===== src/sv/apbm_pkg.sv =====
// ----------------------------------------------------------------------------
// apbm_pkg: shared types and constants of the pan / balance mixer
// Sizes, fixed-point constants, mode and register codes, and the queue entry
// that carries one classified frame from the front end to the mix engine.
// ----------------------------------------------------------------------------
package apbm_pkg;

   // channel and matrix sizes
   localparam int NUM_CH       = 6;
   localparam int MAX_CHANNELS = 6;
   localparam int CH_IDX_W     = $clog2(NUM_CH);

   // fixed-point formats
   localparam int SAMPLE_W = 24;
   localparam int FACTOR_W = 25;
   localparam int FRAC_W   = 24;
   localparam int WEIGHT_W = 32;
   localparam int CFG_W    = 26;
   localparam int WIDE_W   = WEIGHT_W + 2;
   localparam int PROD_W   = FACTOR_W + 1 + SAMPLE_W;
   localparam int ACC_W    = PROD_W + 1;
   localparam int RND_W    = ACC_W - FRAC_W;

   localparam logic [FACTOR_W-1:0] FACTOR_ONE  = FACTOR_W'(1) << FRAC_W;
   localparam logic [FACTOR_W-1:0] FACTOR_ZERO = '0;
   localparam logic signed [ACC_W-1:0] ROUND_HALF = ACC_W'(1) << (FRAC_W - 1);
   localparam logic signed [RND_W-1:0] SAT_MAX = RND_W'((1 << (SAMPLE_W - 1)) - 1);
   localparam logic signed [RND_W-1:0] SAT_MIN = -RND_W'(1 << (SAMPLE_W - 1));

   // off-diagonal factors, indexed by the output column they feed
   localparam int NUM_OFF   = 4;
   localparam int OFF_IDX_W = $clog2(NUM_OFF);

   // rear pair placement
   localparam logic [CH_IDX_W-1:0] CH_COUNT_5P1 = CH_IDX_W'(6);
   localparam logic [CH_IDX_W-1:0] REAR_5P1     = CH_IDX_W'(4);
   localparam logic [CH_IDX_W-1:0] REAR_DEFAULT = CH_IDX_W'(2);

   // mix engine: output columns per step and steps per frame
   localparam int LANES     = 2;
   localparam int NUM_STEPS = NUM_CH / LANES;
   localparam int STEP_W    = $clog2(NUM_STEPS);
   localparam logic [STEP_W-1:0] STEP_LAST = STEP_W'(NUM_STEPS - 1);

   // frame queue
   localparam int Q_DEPTH = 2;
   localparam int Q_PTR_W = $clog2(Q_DEPTH);
   localparam int Q_CNT_W = $clog2(Q_DEPTH + 1);

   // configuration register indexes
   localparam int CSR_IDX_W = 3;
   typedef enum logic [CSR_IDX_W-1:0] {
      CSR_PAN_MODE      = 3'd0,
      CSR_GANG_ENABLE   = 3'd1,
      CSR_CHANNEL_COUNT = 3'd2,
      CSR_START_WEIGHT  = 3'd3,
      CSR_WEIGHT_STEP   = 3'd4
   } csr_index_type;

   // pan / balance modes, unsigned 3-bit codes
   typedef enum logic [2:0] {
      MODE_PAN_0      = 3'b000,
      MODE_PAN_1      = 3'b001,
      MODE_PAN_2      = 3'b010,
      MODE_PAN_3      = 3'b011,
      MODE_RIGHT_FADE = 3'b100,
      MODE_LEFT_FADE  = 3'b101,
      MODE_REAR_BAL   = 3'b110,
      MODE_FRONT_BAL  = 3'b111
   } pan_mode_type;

   typedef logic [NUM_CH-1:0][SAMPLE_W-1:0] frame_type;

   // one classified frame: samples plus the factors in force for it
   typedef struct packed {
      frame_type                           sample;
      logic [NUM_CH-1:0][FACTOR_W-1:0]     diag;
      logic [NUM_OFF-1:0][FACTOR_W-1:0]    offd;
      logic [CH_IDX_W-1:0]                 n;
   } q_entry_type;

   // queue status seen by the producer and the consumer
   typedef struct packed {
      logic full;
      logic empty;
   } q_status_type;

endpackage


===== src/sv/apbm_queue.sv =====
// ----------------------------------------------------------------------------
// apbm_queue: frame queue between front end and mix engine
// Small first-in first-out store of classified frames; the head stays
// readable until the mix engine pops it.
// ----------------------------------------------------------------------------
module apbm_queue (
   input  logic                   clock,
   input  logic                   reset,
   input  logic                   wr_en,
   input  apbm_pkg::q_entry_type  wr_entry,
   input  logic                   rd_en,
   output apbm_pkg::q_entry_type  rd_entry,
   output apbm_pkg::q_status_type status
);

   apbm_pkg::q_entry_type            store_ff [apbm_pkg::Q_DEPTH];
   logic [apbm_pkg::Q_PTR_W-1:0]     wr_ptr_ff, wr_ptr_in;
   logic [apbm_pkg::Q_PTR_W-1:0]     rd_ptr_ff, rd_ptr_in;
   logic [apbm_pkg::Q_CNT_W-1:0]     count_ff, count_in;

   // pointer and fill count
   always_comb begin
      wr_ptr_in = wr_ptr_ff;
      rd_ptr_in = rd_ptr_ff;
      count_in  = count_ff;
      if (wr_en)
         wr_ptr_in = (wr_ptr_ff == apbm_pkg::Q_PTR_W'(apbm_pkg::Q_DEPTH - 1)) ?
                     '0 : wr_ptr_ff + apbm_pkg::Q_PTR_W'(1);
      if (rd_en)
         rd_ptr_in = (rd_ptr_ff == apbm_pkg::Q_PTR_W'(apbm_pkg::Q_DEPTH - 1)) ?
                     '0 : rd_ptr_ff + apbm_pkg::Q_PTR_W'(1);
      if (wr_en && !rd_en)
         count_in = count_ff + apbm_pkg::Q_CNT_W'(1);
      else if (!wr_en && rd_en)
         count_in = count_ff - apbm_pkg::Q_CNT_W'(1);
      status.full  = (count_ff == apbm_pkg::Q_CNT_W'(apbm_pkg::Q_DEPTH));
      status.empty = (count_ff == '0);
      rd_entry     = store_ff[rd_ptr_ff];
   end

   always_ff @(posedge clock) begin
      if (reset) begin
         wr_ptr_ff <= '0;
         rd_ptr_ff <= '0;
         count_ff  <= '0;
      end else begin
         wr_ptr_ff <= wr_ptr_in;
         rd_ptr_ff <= rd_ptr_in;
         count_ff  <= count_in;
      end
   end

   // entry storage
   always_ff @(posedge clock) begin
      if (wr_en)
         store_ff[wr_ptr_ff] <= wr_entry;
   end

endmodule


===== config.mk =====
export PLATFORM = sky130hd
export DESIGN_NAME = apbm_queue
export DESIGN_NICKNAME = d
export VERILOG_FILES = /design/src/sv/apbm_pkg.sv /design/src/sv/apbm_queue.sv
export SDC_FILE = /design/constraint.sdc
export NUM_CORES = 1
export LEC_CHECK = 0
export BUFFER_PORTS_ARGS = -buffer_cell sky130_fd_sc_hd__buf_2
export CORE_MARGIN = 10
export CORE_UTILIZATION = 33
export CTS_BUF_LIST = sky130_fd_sc_hd__clkbuf_4
export DETAILED_ROUTE_END_ITERATION = 10
export SYNTH_ARGS = -nofsm -noshare
export SYNTH_HDL_FRONTEND = slang
export SYNTH_SLANG_ARGS = --single-unit

===== constraint.sdc =====
create_clock -name clock -period 25.4 [get_ports clock]
set_clock_uncertainty 0.2 [all_clocks]
set_input_delay 2.54 -clock clock [delete_from_list [all_inputs] [get_ports clock]]
set_output_delay 2.54 -clock clock [all_outputs]
set_load 0.01 [all_outputs]

==> out/qor.txt <==
GR Overflow Total - 0
vias per cell - 4.40
CTS Buffer Depth - 3
Total GRT Usage - 14.3%
RSZ-0062 raised after global routing - no
fraction of layout cells with a size suffix above 1 - 63.7%
Final Max Slew Viols - 0
Worst Hold Slack - 314 ps
Ports - 800
Post-Synth XOR/XNOR Area - 0.116%
initial drt markers - 943
vias in the first global route - 17300
CP bufs+invs - 6
Place WS - 16890 ps
hpwl dp - 56900 um
Avg Inst Size Synth - 24.1 um2
most common flop cell mapped by yosys - edfxtp_1
first-pass GRT wire length - 110000 um
Largest delay share family, worst path - buffers and inverters
Cell Area, Synth - 30300 um2
post-route ant nets - 0
Required @ worst endpoint - 22660 ps
Initial Util - 33.1%
Compound-Gate Fraction of Synth Area - 0.0331%
Final Hold Viols - 0
TNS Setup - 0 ps
Clock Latency Late Sink - 1030 ps
drt total wl - 78100 um
crit-path max FO - 66
number of port buffers - 799
vias - 15800
Setup crit start kind - flip-flop
Synth Area in Adders - 0.0413%
Mapped Cells - 1257
crit-path cells - buf_4 > buf_4 > buf_4 > buf_4 > buf_4 > mux2_4 > buf_2
routed len/inst - 21.8 um
final worst slack - 15940 ps
Final setup violation count - 0
slowest stage delay, CP - 910 ps
maximum VDD drop - 0.0473 mV
initial antenna violation count - 36
Layout Nets - 2637
Max Cap Violations - 0
Final Critical Period - 9460 ps
crit-path most repeated cell - buf_4
DRC viols - 0
largest net degree at the start of global routing - 150
CP max-delay cell - dfxtp_4
CTS tree - built
row cnt - 111
Max Clk Rate - 0.106 GHz
Yosys reg bits - 799
total core area - 91400 um2
Die Height - 323 um
yosys warns - 0
Pleak - 15.0 nW
TritonCTS sink count - 799
total power - 2.99 mW
Least-Margin Pin Slew - 1160 ps
post-cts hold buffer count - 0
post_cts resized - 0
syn nets - 1659
register area share after synthesis - 79.1%
worst min-delay path class - reg2reg
Crit Path Category - reg2out
Root Buffer - clkbuf_4
area added between synthesis and finish - 25.4%
cts bufs inserted - 204
CTS H-tree depth - 4
DRT Pass-1 Iters - 5
slew margin rel. - 22.6%
main combinational cell family by area after synthesis - multiplexers
pwr/cell area - 78.7 nW/um2
post-synthesis cell type count - 17
asr flop ratio synth - 0%
Tcrit/Tclk final - 37.3%
die width - 323 um
crit path DAT - 6720 ps
Post-CTS Setup Inserts - 0
GPL Wtd Cong - 0.814
fillers - 8197
outcome - finished clean
fin util - 41.5%
Clk pin slew, worst setup/hold paths - 60 ps
Worst setup EP type - primary output
EDFF count, synth - 794
total die area - 104000 um2
post-synthesis simple-gate area fraction - 0.145%
mux contribution to synthesized area - 18.9%
cell usage after synthesis, types with 2 or more instances:
master	instances	share of area (%)
mux2_2	67	2.5
nor2_1	5	0.062
buf_2	6	0.099
mux2_4	330	16
buf_8	12	0.60
xnor2_1	2	0.058
edfxtp_1	794	79
dfxtp_1	5	0.33
buf_6	26	0.97
nor2b_1	2	0.041
xor2_1	2	0.058
power breakdown:
group          total [mW]  internal [mW]  switching [mW]
Combinational       0.371          0.177           0.194
Sequential           1.56           1.54          0.0227
Clock                1.05          0.554           0.497
cell families after synthesis:
family,after synthesis
compound gates,2
xor+xnor,4
fa+ha+maj,1
buf+inv,45
flops,799
mux,397
simple gates,9
flip-flops by register name (all words and copies together) (netlist names), named ones only:
register   count
count_ff       2
rd_ptr_ff      1
store_ff     794
wr_ptr_ff      1
worst paths after layout:
kind / start / end / slack [ps] / depth (start not counted)
setup / recovery: flip-flop / rd_entry[310] / 15940 / 7
hold / removal: count_ff[1] / count_ff[1] / 310 / 2
setup reg to reg: wr_ptr_ff / store_ff[0][336] / 20850 / 4
hold reg to reg: count_ff[1] / count_ff[1] / 310 / 2
worst min-delay path, stage by stage (launching register included):
cell and delay, ps:
dfxtp_1 330, o21ai_0 80, a21oi_1 60
metrics by stage:
stage	std cells	cell area (um2)
finish	3586	38000
global route	3582	38000
CTS	3568	37900
detailed placement	3215	35400
global placement	3215	35400
floorplan	1257	30300
cell type report:
class	instances	area, um2	share of cell area [%]
Timing Repair Buffer	816	4140	10.9
Multi-Input combinational cell	413	5820	15.3
Clock inverter	69	390	1.03
Sequential cell	799	23900	63.1
Antenna cell	18	45.0	0.119
Inverter	1	3.75	0.00989
Tap cell	1186	1480	3.91
Clock buffer	284	2130	5.62
cell usage in the layout (no fill, tap or decap):
cell / synthesis / layout
edfxtp_1: 794 / 794
inv_2: 0 / 4
buf_12: 0 / 1
mux2_2: 67 / 67
clkinv_1: 0 / 51
xnor2_1: 2 / 2
clkinv_4: 0 / 2
inv_1: 1 / 1
nor2b_1: 2 / 1
clkinv_2: 0 / 6
dfxtp_1: 5 / 4
ha_1: 1 / 1
dfxtp_4: 0 / 1
and2_4: 0 / 1
clkinvlp_4: 0 / 1
buf_4: 0 / 16
inv_6: 0 / 1
clkbuf_4: 0 / 284
diode_2: 0 / 18
buf_2: 6 / 799
nor2b_4: 0 / 1
nor2_1: 5 / 5
or3_1: 1 / 1
bufinv_16: 0 / 4
a21oi_1: 1 / 1
xor2_1: 2 / 2
o21ai_0: 1 / 1
mux2_4: 330 / 330
layer usage:
layer	wire length, um	vias up	global-route usage (%)
li1	-	7153	-
met1	26100	7697	13.7
met2	40300	717	24.9
met3	9190	171	7.96
met4	2370	28	6.56
met5	173	-	0
Note: power is estimated with default switching activity, not from simulation.
