### src/sv/apbm_pkg.sv
// ----------------------------------------------------------------------------
// apbm_pkg: shared types and constants of the pan / balance mixer
// Sizes, fixed-point constants, mode and register codes, and the queue entry
// that carries one classified frame from the front end to the mix engine.
// ----------------------------------------------------------------------------
package apbm_pkg;

   // channel and matrix sizes
   localparam int NUM_CH       = 6;
   localparam int MAX_CHANNELS = 6;
   localparam int CH_IDX_W     = $clog2(NUM_CH);

   // fixed-point formats
   localparam int SAMPLE_W = 24;
   localparam int FACTOR_W = 25;
   localparam int FRAC_W   = 24;
   localparam int WEIGHT_W = 32;
   localparam int CFG_W    = 26;
   localparam int WIDE_W   = WEIGHT_W + 2;
   localparam int PROD_W   = FACTOR_W + 1 + SAMPLE_W;
   localparam int ACC_W    = PROD_W + 1;
   localparam int RND_W    = ACC_W - FRAC_W;

   localparam logic [FACTOR_W-1:0] FACTOR_ONE  = FACTOR_W'(1) << FRAC_W;
   localparam logic [FACTOR_W-1:0] FACTOR_ZERO = '0;
   localparam logic signed [ACC_W-1:0] ROUND_HALF = ACC_W'(1) << (FRAC_W - 1);
   localparam logic signed [RND_W-1:0] SAT_MAX = RND_W'((1 << (SAMPLE_W - 1)) - 1);
   localparam logic signed [RND_W-1:0] SAT_MIN = -RND_W'(1 << (SAMPLE_W - 1));

   // off-diagonal factors, indexed by the output column they feed
   localparam int NUM_OFF   = 4;
   localparam int OFF_IDX_W = $clog2(NUM_OFF);

   // rear pair placement
   localparam logic [CH_IDX_W-1:0] CH_COUNT_5P1 = CH_IDX_W'(6);
   localparam logic [CH_IDX_W-1:0] REAR_5P1     = CH_IDX_W'(4);
   localparam logic [CH_IDX_W-1:0] REAR_DEFAULT = CH_IDX_W'(2);

   // mix engine: output columns per step and steps per frame
   localparam int LANES     = 2;
   localparam int NUM_STEPS = NUM_CH / LANES;
   localparam int STEP_W    = $clog2(NUM_STEPS);
   localparam logic [STEP_W-1:0] STEP_LAST = STEP_W'(NUM_STEPS - 1);

   // frame queue
   localparam int Q_DEPTH = 2;
   localparam int Q_PTR_W = $clog2(Q_DEPTH);
   localparam int Q_CNT_W = $clog2(Q_DEPTH + 1);

   // configuration register indexes
   localparam int CSR_IDX_W = 3;
   typedef enum logic [CSR_IDX_W-1:0] {
      CSR_PAN_MODE      = 3'd0,
      CSR_GANG_ENABLE   = 3'd1,
      CSR_CHANNEL_COUNT = 3'd2,
      CSR_START_WEIGHT  = 3'd3,
      CSR_WEIGHT_STEP   = 3'd4
   } csr_index_type;

   // pan / balance modes, unsigned 3-bit codes
   typedef enum logic [2:0] {
      MODE_PAN_0      = 3'b000,
      MODE_PAN_1      = 3'b001,
      MODE_PAN_2      = 3'b010,
      MODE_PAN_3      = 3'b011,
      MODE_RIGHT_FADE = 3'b100,
      MODE_LEFT_FADE  = 3'b101,
      MODE_REAR_BAL   = 3'b110,
      MODE_FRONT_BAL  = 3'b111
   } pan_mode_type;

   typedef logic [NUM_CH-1:0][SAMPLE_W-1:0] frame_type;

   // one classified frame: samples plus the factors in force for it
   typedef struct packed {
      frame_type                           sample;
      logic [NUM_CH-1:0][FACTOR_W-1:0]     diag;
      logic [NUM_OFF-1:0][FACTOR_W-1:0]    offd;
      logic [CH_IDX_W-1:0]                 n;
   } q_entry_type;

   // queue status seen by the producer and the consumer
   typedef struct packed {
      logic full;
      logic empty;
   } q_status_type;

endpackage

### src/sv/apbm_front.sv
// ----------------------------------------------------------------------------
// apbm_front: configuration registers, ramp weight and mixing matrix
// Applies the block restart and the selected mode to the matrix for every
// accepted frame and builds the queue entry holding the frame's factors.
// ----------------------------------------------------------------------------
module apbm_front (
   input  logic                                clock,
   input  logic                                reset,
   input  logic                                csr_wr_en,
   input  logic [apbm_pkg::CSR_IDX_W-1:0]      csr_index,
   input  logic [apbm_pkg::CFG_W-1:0]          csr_wdata,
   input  logic                                accept,
   input  apbm_pkg::frame_type                 sample,
   input  logic                                first_in_block,
   output apbm_pkg::q_entry_type               entry
);

   // configuration registers
   apbm_pkg::pan_mode_type                pan_mode_ff;
   logic                                  gang_enable_ff;
   logic [apbm_pkg::CH_IDX_W-1:0]         channel_count_ff;
   logic signed [apbm_pkg::CFG_W-1:0]     start_weight_ff;
   logic signed [apbm_pkg::CFG_W-1:0]     weight_step_ff;

   // block state
   logic signed [apbm_pkg::WEIGHT_W-1:0]  ramp_ff;
   logic signed [apbm_pkg::WEIGHT_W-1:0]  ramp_in;
   logic [apbm_pkg::FACTOR_W-1:0]         diag_ff [apbm_pkg::NUM_CH];
   logic [apbm_pkg::FACTOR_W-1:0]         diag_in [apbm_pkg::NUM_CH];
   logic [apbm_pkg::FACTOR_W-1:0]         offd_ff [apbm_pkg::NUM_OFF];
   logic [apbm_pkg::FACTOR_W-1:0]         offd_in [apbm_pkg::NUM_OFF];

   // weight derived values
   logic signed [apbm_pkg::WEIGHT_W-1:0]  w_cur;
   logic signed [apbm_pkg::WIDE_W-1:0]    omw;
   logic signed [apbm_pkg::WIDE_W-1:0]    opw;
   logic signed [apbm_pkg::WIDE_W-1:0]    one_wide;
   logic signed [apbm_pkg::WIDE_W-1:0]    two_wide;
   logic [apbm_pkg::FACTOR_W-1:0]         bal_first;
   logic [apbm_pkg::FACTOR_W-1:0]         bal_second;
   logic [apbm_pkg::FACTOR_W-1:0]         toward_first;
   logic [apbm_pkg::FACTOR_W-1:0]         toward_second;
   logic                                  w_neg;

   // mode classification
   logic [apbm_pkg::CH_IDX_W-1:0]         rear;
   logic [apbm_pkg::CH_IDX_W-1:0]         n_used;
   logic                                  pa0_en, pa1_en;
   logic [apbm_pkg::CH_IDX_W-1:0]         pa0_first, pa0_second;
   logic [apbm_pkg::CH_IDX_W-1:0]         pa1_first, pa1_second;
   logic                                  pan_en;
   logic                                  pan_odd;
   logic [apbm_pkg::CH_IDX_W-1:0]         pan_a;
   logic [apbm_pkg::CH_IDX_W-1:0]         pan_b;
   logic [apbm_pkg::NUM_CH-1:0]           is_first;
   logic [apbm_pkg::NUM_CH-1:0]           is_second;

   // configuration writes
   always_ff @(posedge clock) begin
      if (reset) begin
         pan_mode_ff      <= apbm_pkg::MODE_FRONT_BAL;
         gang_enable_ff   <= 1'b0;
         channel_count_ff <= apbm_pkg::CH_IDX_W'(2);
         start_weight_ff  <= '0;
         weight_step_ff   <= '0;
      end else if (csr_wr_en) begin
         unique case (csr_index)
            apbm_pkg::CSR_PAN_MODE:
               pan_mode_ff <= apbm_pkg::pan_mode_type'(csr_wdata[2:0]);
            apbm_pkg::CSR_GANG_ENABLE:   gang_enable_ff   <= csr_wdata[0];
            apbm_pkg::CSR_CHANNEL_COUNT:
               channel_count_ff <= csr_wdata[apbm_pkg::CH_IDX_W-1:0];
            apbm_pkg::CSR_START_WEIGHT:  start_weight_ff  <= $signed(csr_wdata);
            apbm_pkg::CSR_WEIGHT_STEP:   weight_step_ff   <= $signed(csr_wdata);
            default: ;
         endcase
      end
   end

   // weight for this frame and the factors that follow from it
   always_comb begin
      w_cur    = first_in_block ? apbm_pkg::WEIGHT_W'(start_weight_ff) : ramp_ff;
      ramp_in  = w_cur + apbm_pkg::WEIGHT_W'(weight_step_ff);
      one_wide = $signed(apbm_pkg::WIDE_W'(apbm_pkg::FACTOR_ONE));
      two_wide = one_wide <<< 1;
      omw      = one_wide - apbm_pkg::WIDE_W'(w_cur);
      opw      = one_wide + apbm_pkg::WIDE_W'(w_cur);
      w_neg    = w_cur[apbm_pkg::WEIGHT_W-1];

      // balance and fade factors, clamped to [0, 1.0]
      if (omw < 0)              bal_first = apbm_pkg::FACTOR_ZERO;
      else if (omw > one_wide)  bal_first = apbm_pkg::FACTOR_ONE;
      else                      bal_first = omw[apbm_pkg::FACTOR_W-1:0];
      if (opw < 0)              bal_second = apbm_pkg::FACTOR_ZERO;
      else if (opw > one_wide)  bal_second = apbm_pkg::FACTOR_ONE;
      else                      bal_second = opw[apbm_pkg::FACTOR_W-1:0];

      // pan factors, clamped to [0, 2.0] then halved
      if (omw < 0)              toward_first = apbm_pkg::FACTOR_ZERO;
      else if (omw > two_wide)  toward_first = apbm_pkg::FACTOR_ONE;
      else                      toward_first = omw[apbm_pkg::FACTOR_W:1];
      if (opw < 0)              toward_second = apbm_pkg::FACTOR_ZERO;
      else if (opw > two_wide)  toward_second = apbm_pkg::FACTOR_ONE;
      else                      toward_second = opw[apbm_pkg::FACTOR_W:1];
   end

   // mode decode: which channel pairs the weight acts on
   always_comb begin
      rear = (channel_count_ff == apbm_pkg::CH_COUNT_5P1) ?
             apbm_pkg::REAR_5P1 : apbm_pkg::REAR_DEFAULT;
      n_used = (channel_count_ff > apbm_pkg::CH_IDX_W'(apbm_pkg::MAX_CHANNELS)) ?
               apbm_pkg::CH_IDX_W'(apbm_pkg::MAX_CHANNELS) : channel_count_ff;
      pa0_en     = 1'b0;
      pa1_en     = 1'b0;
      pa0_first  = '0;
      pa0_second = '0;
      pa1_first  = '0;
      pa1_second = '0;
      pan_en     = 1'b0;
      pan_odd    = pan_mode_ff[0];
      pan_a      = apbm_pkg::CH_IDX_W'({pan_mode_ff[1], 1'b0});
      pan_b      = pan_a + apbm_pkg::CH_IDX_W'(1);
      unique case (pan_mode_ff) inside
         apbm_pkg::MODE_FRONT_BAL: begin
            pa0_en     = 1'b1;
            pa0_first  = apbm_pkg::CH_IDX_W'(0);
            pa0_second = apbm_pkg::CH_IDX_W'(1);
            pa1_en     = gang_enable_ff;
            pa1_first  = rear;
            pa1_second = rear + apbm_pkg::CH_IDX_W'(1);
         end
         apbm_pkg::MODE_REAR_BAL: begin
            pa0_en     = 1'b1;
            pa0_first  = rear;
            pa0_second = rear + apbm_pkg::CH_IDX_W'(1);
         end
         apbm_pkg::MODE_LEFT_FADE: begin
            pa0_en     = 1'b1;
            pa0_first  = apbm_pkg::CH_IDX_W'(0);
            pa0_second = rear;
            pa1_en     = gang_enable_ff;
            pa1_first  = apbm_pkg::CH_IDX_W'(1);
            pa1_second = rear + apbm_pkg::CH_IDX_W'(1);
         end
         apbm_pkg::MODE_RIGHT_FADE: begin
            pa0_en     = 1'b1;
            pa0_first  = apbm_pkg::CH_IDX_W'(1);
            pa0_second = rear + apbm_pkg::CH_IDX_W'(1);
         end
         apbm_pkg::MODE_PAN_0, apbm_pkg::MODE_PAN_1,
         apbm_pkg::MODE_PAN_2, apbm_pkg::MODE_PAN_3: begin
            pan_en = 1'b1;
         end
         default: ;
      endcase
      for (int j = 0; j < apbm_pkg::NUM_CH; j++) begin
         is_first[j]  = (pa0_en && pa0_first  == apbm_pkg::CH_IDX_W'(j)) ||
                        (pa1_en && pa1_first  == apbm_pkg::CH_IDX_W'(j));
         is_second[j] = (pa0_en && pa0_second == apbm_pkg::CH_IDX_W'(j)) ||
                        (pa1_en && pa1_second == apbm_pkg::CH_IDX_W'(j));
      end
   end

   // matrix update: restart to identity, then the mode's rewrite
   always_comb begin
      for (int j = 0; j < apbm_pkg::NUM_CH; j++) begin
         diag_in[j] = first_in_block ? apbm_pkg::FACTOR_ONE : diag_ff[j];
         if (w_neg && is_second[j])
            diag_in[j] = bal_second;
         else if (!w_neg && is_first[j])
            diag_in[j] = bal_first;
         if (pan_en && pan_a == apbm_pkg::CH_IDX_W'(j))
            diag_in[j] = pan_odd ? apbm_pkg::FACTOR_ONE : toward_first;
         if (pan_en && pan_b == apbm_pkg::CH_IDX_W'(j))
            diag_in[j] = pan_odd ? toward_second : apbm_pkg::FACTOR_ONE;
      end
      for (int c = 0; c < apbm_pkg::NUM_OFF; c++) begin
         offd_in[c] = first_in_block ? apbm_pkg::FACTOR_ZERO : offd_ff[c];
         // odd pan feeds the lower column from the upper input
         if (pan_en && pan_odd && pan_a == apbm_pkg::CH_IDX_W'(c))
            offd_in[c] = toward_first;
         if (pan_en && !pan_odd && pan_b == apbm_pkg::CH_IDX_W'(c))
            offd_in[c] = toward_second;
      end
   end

   // queue entry; a cross term whose source channel is unused is dropped
   always_comb begin
      entry.sample = sample;
      entry.n      = n_used;
      for (int j = 0; j < apbm_pkg::NUM_CH; j++)
         entry.diag[j] = diag_in[j];
      for (int c = 0; c < apbm_pkg::NUM_OFF; c++)
         entry.offd[c] = ((apbm_pkg::CH_IDX_W'(c) ^ apbm_pkg::CH_IDX_W'(1)) < n_used) ?
                         offd_in[c] : apbm_pkg::FACTOR_ZERO;
   end

   // state advance on every accepted frame
   always_ff @(posedge clock) begin
      if (reset) begin
         ramp_ff <= '0;
         for (int j = 0; j < apbm_pkg::NUM_CH; j++)
            diag_ff[j] <= apbm_pkg::FACTOR_ONE;
         for (int c = 0; c < apbm_pkg::NUM_OFF; c++)
            offd_ff[c] <= apbm_pkg::FACTOR_ZERO;
      end else if (accept) begin
         ramp_ff <= ramp_in;
         diag_ff <= diag_in;
         offd_ff <= offd_in;
      end
   end

endmodule

### config.mk
export PLATFORM = sky130hd
export DESIGN_NAME = apbm_front
export DESIGN_NICKNAME = d
export VERILOG_FILES = /design/src/sv/apbm_pkg.sv /design/src/sv/apbm_front.sv
export SDC_FILE = /design/constraint.sdc
export NUM_CORES = 1
export LEC_CHECK = 0
export ABC_AREA = 1
export BUFFER_PORTS_ARGS = -buffer_cell sky130_fd_sc_hd__buf_2
export CELL_PAD_IN_SITES_DETAIL_PLACEMENT = 1
export CELL_PAD_IN_SITES_GLOBAL_PLACEMENT = 1
export CORE_MARGIN = 5
export CORE_UTILIZATION = 34
export CTS_CLUSTER_SIZE = 12
export DETAILED_ROUTE_END_ITERATION = 10
export PLACE_DENSITY = 0.77
export SLEW_MARGIN = 20
export SYNTH_ARGS = -nofsm -noshare
export SYNTH_HDL_FRONTEND = slang
export SYNTH_SLANG_ARGS = --single-unit
export TNS_END_PERCENT = 5
### constraint.sdc
create_clock -name clock -period 4.2 [get_ports clock]
set_input_delay 0.84 -clock clock [delete_from_list [all_inputs] [get_ports clock]]
set_output_delay 0.84 -clock clock [all_outputs]
set_load 0.01 [all_outputs]
==> impl_results.md, run 1 <==
- Inserted Clock Buffers: 44
- Die X: 280.4 um
- DIE AREA: 0.07863 mm2
- Post-Syn Nets: 4,455
- Drt wl/cell: 22.59 um
- Initial antenna violation count: 3
- Critical Path AT: 4.07 ns
- Max-cap viol count: 0
- TNS Setup: -117.07 ns
- Synth top area share: 27.46%
- Sequential cell area: 0.006827 mm2
- Post-DP HPWL: 87,580 um
- Worst Setup End Kind: output pin
- CP Cell Sequence: buf_16 -> buf_6 -> clkbuf_16 -> buf_4 -> o21ai_4 -> nor2_4 -> nand2_4 -> inv_1 -> nand2_1 -> nand2_1 -> nand2_2 -> nand2_1 -> nor2_2 -> nand2_1 -> nor2_4 -> nand3_2 -> nand2_4 -> nand2_8 -> buf_4 -> clkbuf_16 -> nor2_4 -> o21ai_1 -> nor2_1 -> buf_2
- Post-synthesis sequential area ratio: 27.46%
- Leading area contributor after synthesis: dfxtp_1
- Area occupied by multi-input gates: 0.01530 mm2
- Nets: 4,935
- CTS tree: done
- Sw power: 4.024 mW
- Largest cells by area after synthesis: dfxtp_1 (27%), nand2_1 (15%), inv_1 (8.9%)
- # H-tree levels: 2
- Setup crit start kind: input pin
- Power consumption: 11.11 mW
- Prevailing post-synth register cell: dfxtp_1
- Slew Limit Headroom: 24.96%
- Setup-failing EPs final: 250
- Core area: 0.07271 mm2
- Power share of the clock group: 36.4%
- I/O pins: 575
- Worst Hold Class: register to register
- Fill cells: 9,606
- Drt via density: 5.473
- Worst path most repeated cell: nand2_1
- EDFF count, synth: 0
- Critical Path Max Stage Delay: 0.23 ns
- Synthesized area per cell: 5.866 um2
- Clock transition at the registers of the reported paths: 0.06 ns
- Post-Route WL: 129,000 um
- Clock skew: 0.03996 ns
- 1st-pass router iterations: 5
- Vias in the first global route: 30.88k
- Die height: 280.4 um
- Gpl congestion: 0.9191
- Worst vdd ir: 222.4 uV
- Grt total ovfl: 0
- Netlist Area Pre-Place: 0.02486 mm2
- Number of I/O port buffers: 286
- Worst slew pin tran: 1.126 ns
- Failing checks: negative setup slack
- Final Cycle Share: 116.8%
- Share of cells above drive strength 1: 28.88%
- RSZ-0062 raised after global routing: yes
- Root Buffer: clkbuf_16
- # rows: 99
- Area growth, synth to finish: 35.37%
- Fin. max-slew vios: 0
- Pre-CTS setup slack: -0.8059 ns
- #FFs+latches synth: 341
- Final hold viol count: 0
- Largest net degree at the start of global routing: 152
- Logic gate share of total power: 31.8%
- Leak Pwr: 17.47 nW
- CP Class: input pin to output pin
- Power per Cell Area: 330.2 mW/mm2
- Worst Path Max Fanout: 8
- Slowest CP cell: o21ai_4
- Post-route setup slack: -0.7058 ns
- Internal power: 7.090 mW
- Cells after synthesis: 4,238
- Achievable Freq: 203.8 MHz
- Post-route ant nets: 0
- Max Buffers Root-to-Sink: 3
- Skew-Pair Late Insertion Delay: 0.63 ns
- Residual DRC: 0
- Synth unique cells: 53
- Syn. warnings: 0
- GRT Total Usage: 29.35%
- Clk sinks: 341
- Seq pwr share: 31.8%
- Post-synth ARST share: 0%
- Outcome: complete, but fails checks
- Via Count: 31.26k
- Drt first-iter violations: 2,683
- Minimum clock period: 4.906 ns
- Net Sw Frac: 36.21%
- CP Data Required Time: 3.36 ns
- First-pass GRT wire length: 182,600 um
- Initial Util: 34.19%
-- worst paths after layout --
check	start	endpoint	slack [ns]	depth (start not counted)
worst max-delay path	first_in_block	entry[20]	-0.71	24
worst min register to register	start_weight_ff[9]	start_weight_ff[9]	0.45	2
worst min-delay path	start_weight_ff[9]	start_weight_ff[9]	0.45	2
worst max register to register	ramp_ff[0]	ramp_ff[20]	0.27	21
-- area by class of cell --
cell class                      instances  share of cell area (%)
Multi-Input combinational cell       2883                   45.46
Sequential cell                       341                   20.28
Timing Repair Buffer                  829                   19.20
Inverter                              618                   6.967
Clock buffer                           65                   3.774
Tap cell                              959                   3.565
Clock inverter                         14                  0.7175
Timing Repair inverter                  1                 0.02602
Antenna cell                            1                0.007435
-- power by group through the flow --
stage / registers (mW) / clock network (mW) / logic [mW]
global route: 3.55 / 4.19 / 3.73
floorplan: 3.56 / 0 / 1.69
finish: 3.53 / 4.04 / 3.54
CTS: 3.52 / 4.07 / 3.17
global placement: 3.58 / 0 / 2.81
detailed placement: 3.59 / 0 / 2.87
-- state kept, by name, indices dropped and copies added, names as in the netlist --
name,cells
channel_count_ff,3
diag_ff,150
gang_enable_ff,1
offd_ff,100
pan_mode_ff,3
ramp_ff,32
start_weight_ff,26
weight_step_ff,26
-- Yosys cell counts (2+ instances only) --
| cell type | number |
|---|---|
| nand2_1 | 1004 |
| inv_1 | 591 |
| nor2_1 | 531 |
| dfxtp_1 | 341 |
| o21ai_0 | 315 |
| nand3_1 | 280 |
| a21oi_1 | 278 |
| clkbuf_1 | 215 |
| o21ai_1 | 211 |
| buf_4 | 150 |
| ha_1 | 38 |
| a31oi_1 | 25 |
| o211ai_1 | 20 |
| nand2_2 | 19 |
| xor2_1 | 19 |
| nor2_2 | 18 |
| nor2_4 | 17 |
| nor3_1 | 17 |
| inv_2 | 14 |
| nand3_4 | 13 |
| clkinv_1 | 12 |
| buf_1 | 11 |
| nand4_1 | 11 |
| xnor2_1 | 11 |
| buf_2 | 9 |
| buf_6 | 7 |
| nand3_2 | 6 |
| a21boi_0 | 5 |
| o21ai_2 | 5 |
| a21boi_1 | 4 |
| buf_8 | 4 |
| o21a_1 | 4 |
| o221ai_1 | 3 |
| a21o_1 | 2 |
| a21oi_4 | 2 |
| a221oi_1 | 2 |
| and2_1 | 2 |
| nand2_4 | 2 |
| nand3b_1 | 2 |
| nor3_2 | 2 |
| nor4_1 | 2 |
| o21bai_1 | 2 |
| or2_2 | 2 |
-- through the flow --
step / instance area, um2 / instances / hold WS, ns / utilization (%)
detailed placement: 29240 / 5552 / 0.4372 / 40.22
global route: 33650 / 5710 / 0.4649 / 46.28
CTS: 32210 / 5656 / 0.4470 / 44.30
global placement: 29240 / 5552 / 0.4341 / 40.22
floorplan: 24860 / 4238 / 0.4205 / -
finish: 33650 / 5711 / 0.4482 / 46.29
-- routing by layer --
| metal | track usage [%] | routed length, um |
|---|---|---|
| met3 | 5.201 | 9489 |
| met1 | 35.36 | 49930 |
| met2 | 50.36 | 61220 |
| met4 | 14.76 | 8325 |
| met5 | 0 | 27 |
-- cells by family (layout without fill, tap and decap cells) --
| family | count (synthesis) | after routing | share of synthesized area [%] |
|---|---|---|---|
| other | 0 | 1 | 0 |
| and+or+nand+nor | 1930 | 1931 | 32.78 |
| buffers and inverters | 1015 | 1527 | 18.10 |
| adders and majority gates | 39 | 39 | 1.993 |
| DFF | 341 | 341 | 27.46 |
| xor gates and xnor gates | 30 | 30 | 1.057 |
| AOI/OAI and AO/OA | 883 | 883 | 18.61 |
-- critical path: cells and delay by family --
family	cells	cell delay, ns
AOI/OAI and AO/OA	2	0.34
buffers and inverters	8	1.12
and+or+nand+nor	14	1.76
-- cells in the final DEF (no fill, tap or decap), drive strengths merged --
cell type / n
dfxtp: 341
o21a: 4
a2111oi: 1
nor4: 2
o21bai: 2
a221oi: 2
clkbuf: 73
o211ai: 20
nor3: 19
or2: 3
diode: 1
fa: 1
buf: 820
bufinv: 4
nand3: 299
a21boi: 9
nand4: 11
a21o: 2
clkinv: 20
bufbuf: 1
and2: 2
xor2: 19
o21ai: 532
nand2: 1027
ha: 38
inv: 608
nor2: 566
a31oi: 25
a21oi: 281
clkinvlp: 1
o31ai: 1
a22oi: 1
xnor2: 11
o221ai: 3
nand3b: 2
-- what timing repair did --
item / CTS / global route
hold buffers: 0 / 0
buffers inserted: 20 / 48
cloned: 5 / 9
endpoints found under the setup margin: 250 / 251
pin swaps: 60 / 109
gates resized for setup: 340 / 221
No activity file was read; power rests on OpenSTA's default activity.
==> run 2: changes to the inputs <==
--- a/config.mk
+++ b/config.mk
@@ -15,4 +15,5 @@
 export DETAILED_ROUTE_END_ITERATION = 10
 export PLACE_DENSITY = 0.77
+export SETUP_SLACK_MARGIN = 0.05
 export SLEW_MARGIN = 20
 export SYNTH_ARGS = -nofsm -noshare
==> constraint.sdc (replaced) <==
create_clock -name clock -period 4.2 [get_ports clock]
set_input_delay 0.84 -clock clock [delete_from_list [all_inputs] [get_ports clock]]
set_output_delay 0.84 -clock clock [all_outputs]
set_load 0.1 [all_outputs]
==> impl_results.md, run 2 (same netlist as run 1, synthesis figures left out) <==
- Root Buffer: clkbuf_16 (unchanged)
- GRT Total Usage: 32.61% (was 29.35%)
- Slew Limit Headroom: 22.62% (was 24.96%)
- Fin. max-slew vios: 0 (unchanged)
- Crit path to: entry[150] (was entry[20])
- R2r setup slk: 0.37 ns (was 0.27 ns)
- Die height: 280.4 um (unchanged)
- Power per Cell Area: 334.4 mW/mm2 (was 330.2 mW/mm2)
- Clock transition at the registers of the reported paths: 0.06 ns (about the same)
- Worst slew pin tran: 1.161 ns (was 1.126 ns)
- Most frequent cells in the layout: nand2_1 (793), inv_1 (556), buf_4 (425), nor2_1 (399), dfxtp_1 (341) (was nand2_1 (811), inv_1 (579), buf_4 (477), nor2_1 (473), dfxtp_1 (341))
- Minimum clock period: 4.961 ns (was 4.906 ns)
- Post-DP HPWL: 94,900 um (was 87,580 um)
- Gpl congestion: 0.9809 (was 0.9191)
- Failing checks: negative setup slack (unchanged)
- Share of cells above drive strength 1: 33.03% (was 28.88%)
- Via Count: 32.68k (was 31.26k)
- Initial Util: 34.19% (unchanged)
- Setup crit start kind: input pin (unchanged)
- Net Sw Frac: 41.63% (was 36.21%)
- Clk sinks: 341 (unchanged)
- Die X: 280.4 um (unchanged)
- Post-route ant nets: 0 (unchanged)
- Regs by FF count: diag_ff x150, offd_ff x100, ramp_ff x32 (unchanged)
- Commonest non-fill, non-tap cell in the layout: nand2_1 (unchanged)
- Vias in the first global route: 32.40k (was 30.88k)
- Max reg flops: 150 (unchanged)
- # rows: 99 (unchanged)
- Worst Path Max Fanout: 10 (was 8)
- Max-cap viol count: 0 (unchanged)
- Grt total ovfl: 0 (unchanged)
- Layout Cell Area excl Fill: 0.03859 mm2 (was 0.03365 mm2)
- Final hold viol count: 0 (unchanged)
- I/O pins: 575 (unchanged)
- Seq pwr share: 27.5% (was 31.8%)
- Setup-failing EPs final: 250 (unchanged)
- 1st-pass router iterations: 6 (was 5)
- CP Class: input pin to output pin (unchanged)
- Crit. Startpoint: first_in_block (unchanged)
- # H-tree levels: 2 (unchanged)
- Reg with most FFs: diag_ff (unchanged)
- Worst Hold Class: register to register (unchanged)
- Internal power: 7.531 mW (was 7.090 mW)
- Power consumption: 12.90 mW (was 11.11 mW)
- Sequential cell area: 0.006827 mm2 (unchanged)
- Nets: 4,911 (was 4,935)
- Largest net degree at the start of global routing: 195 (was 152)
- Worst R2R End: ramp_ff[30] (was ramp_ff[20])
- RR Startpoint: ramp_ff[0] (unchanged)
- CTS tree: done (unchanged)
- Core area: 0.07271 mm2 (unchanged)
- Post-CTS Hold Buffers: 0 (unchanged)
- Outcome: complete, but fails checks (unchanged)
- Worst vdd ir: 314.8 uV (was 222.4 uV)
- Initial antenna violation count: 6 (was 3)
- Skew-Pair Late Insertion Delay: 0.62 ns (was 0.63 ns)
- Drt via density: 5.748 (was 5.473)
- Achievable Freq: 201.6 MHz (was 203.8 MHz)
- Worst Setup End Kind: output pin (unchanged)
- Residual DRC: 0 (unchanged)
- DIE AREA: 0.07863 mm2 (unchanged)
- Post-Route WL: 146,000 um (was 129,000 um)
- Sw power: 5.371 mW (was 4.024 mW)
- Leak Pwr: 18.30 nW (was 17.47 nW)
- R2r worst-path depth: 22 (was 21)
- Area occupied by multi-input gates: 0.01674 mm2 (was 0.01530 mm2)
- Clock skew: 0.03774 ns (was 0.03996 ns)
- First-pass GRT wire length: 200,000 um (was 182,600 um)
- Drt wl/cell: 25.68 um (was 22.59 um)
- Post-route setup slack: -0.7606 ns (was -0.7058 ns)
- Fill cells: 8,931 (was 9,606)
- Power share of the clock group: 31.4% (was 36.4%)
- Number of I/O port buffers: 286 (unchanged)
- Area growth, synth to finish: 55.21% (was 35.37%)
- Critical Path AT: 4.12 ns (was 4.07 ns)
- Logic gate share of total power: 41.2% (was 31.8%)
- Inserted Clock Buffers: 44 (unchanged)
- Final Cycle Share: 118.1% (was 116.8%)
- RSZ-0062 raised after global routing: yes (unchanged)
- DP Area: 0.03431 mm2 (was 0.02924 mm2)
- CP Data Required Time: 3.36 ns (about the same)
- Drt first-iter violations: 3,362 (was 2,683)
- Max Buffers Root-to-Sink: 3 (unchanged)
[run 2: changes by cell type in the layout (fill, tap and decap cells not counted), moves of 20 or more]
| cell | before | now |
|---|---|---|
| buf_12 | 38 | 296 |
| buf_2 | 257 | 33 |
| buf_4 | 477 | 425 |
| inv_1 | 579 | 556 |
| nand2_2 | 160 | 184 |
| nor2_1 | 473 | 399 |
| nor2_4 | 65 | 135 |
| o21ai_1 | 156 | 83 |
| o21ai_2 | 67 | 87 |
| o21ai_4 | 6 | 65 |
[run 2: power groups by stage]
| stage | Combinational [mW] | Sequential (mW) | Clock, mW |
|---|---|---|---|
| detailed placement | 4.63 | 3.60 | 0 |
| global placement | 4.54 | 3.58 | 0 |
| finish | 5.31 | 3.54 | 4.05 |
| global route | 5.47 | 3.56 | 4.17 |
| CTS | 4.93 | 3.53 | 4.01 |
| floorplan | 3.38 | 3.56 | 0 |
[run 2: worst min-delay path by stage]
stage                        from            endpoint  slack, ns  depth (start not counted)
6_report       start_weight_ff[9]  start_weight_ff[9]       0.45                          2
3_3_place_gp   start_weight_ff[9]  start_weight_ff[9]       0.43                          2
2_1_floorplan      gang_enable_ff      gang_enable_ff       0.42                          2
4_1_cts        start_weight_ff[9]  start_weight_ff[9]       0.45                          2
5_1_grt        start_weight_ff[9]  start_weight_ff[9]       0.48                          2
3_5_place_dp   start_weight_ff[9]  start_weight_ff[9]       0.44                          2
[run 2: layer usage]
metal | vias to the layer above | track usage, % | share of wire (%)
li1 | 14101 | - | -
met1 | 15915 | 38.65 | 36
met2 | 1941 | 54.79 | 46
met3 | 711 | 7.971 | 9.6
met4 | 8 | 16.91 | 8.0
met5 | - | 0.3663 | 0.058
[run 2: repair_timing]
action,in CTS,in global routing
setup endpoints to repair,250,255
cloned,7,1
pin swaps,99,82
buffers inserted,34,40
resized for setup,316,192
[run 2: through the flow]
step	TNS (ns)	std cells	setup WS, ns	hold slack [ns]	utilization, %
after detailed placement	-123.53	5525	-0.7379	0.4389	47.19
after global placement	-108.89	5525	-0.6537	0.4348	47.19
after global routing	-149.97	5682	-0.8332	0.4794	53.06
after floorplan	-17.23	4238	-0.3602	0.4205	-
after CTS	-72.72	5641	-0.4149	0.4489	51.59
final	-127.04	5685	-0.7606	0.4503	53.07
[run 2: final cells by class]
class	count	area share (%)
inverters	618	6.132
well taps	959	3.110
clock buffers	55	3.119
multi-input cells	2883	43.38
repair buffers	806	25.90
flip-flops and latches	341	17.69
diodes	3	0.01946
clock inverters	20	0.6420
[run 2: critical path, stage by stage]
cell and delay, ns:
buf_12 0.12, clkinv_8 0.08, buf_6 0.16, nand2_1 0.09, nand2_2 0.14, buf_6 0.19, o21ai_0 0.20, a21oi_2 0.24
nand2_1 0.07, nor2_1 0.20, nand3_1 0.17, nor2_2 0.16, nand2_2 0.11, nand2_4 0.17, buf_12 0.18, nand3_2 0.24
nand2_1 0.15, nand2_1 0.08, nand2_1 0.06, nand2_1 0.07, nand2_2 0.18, buf_12 0.19
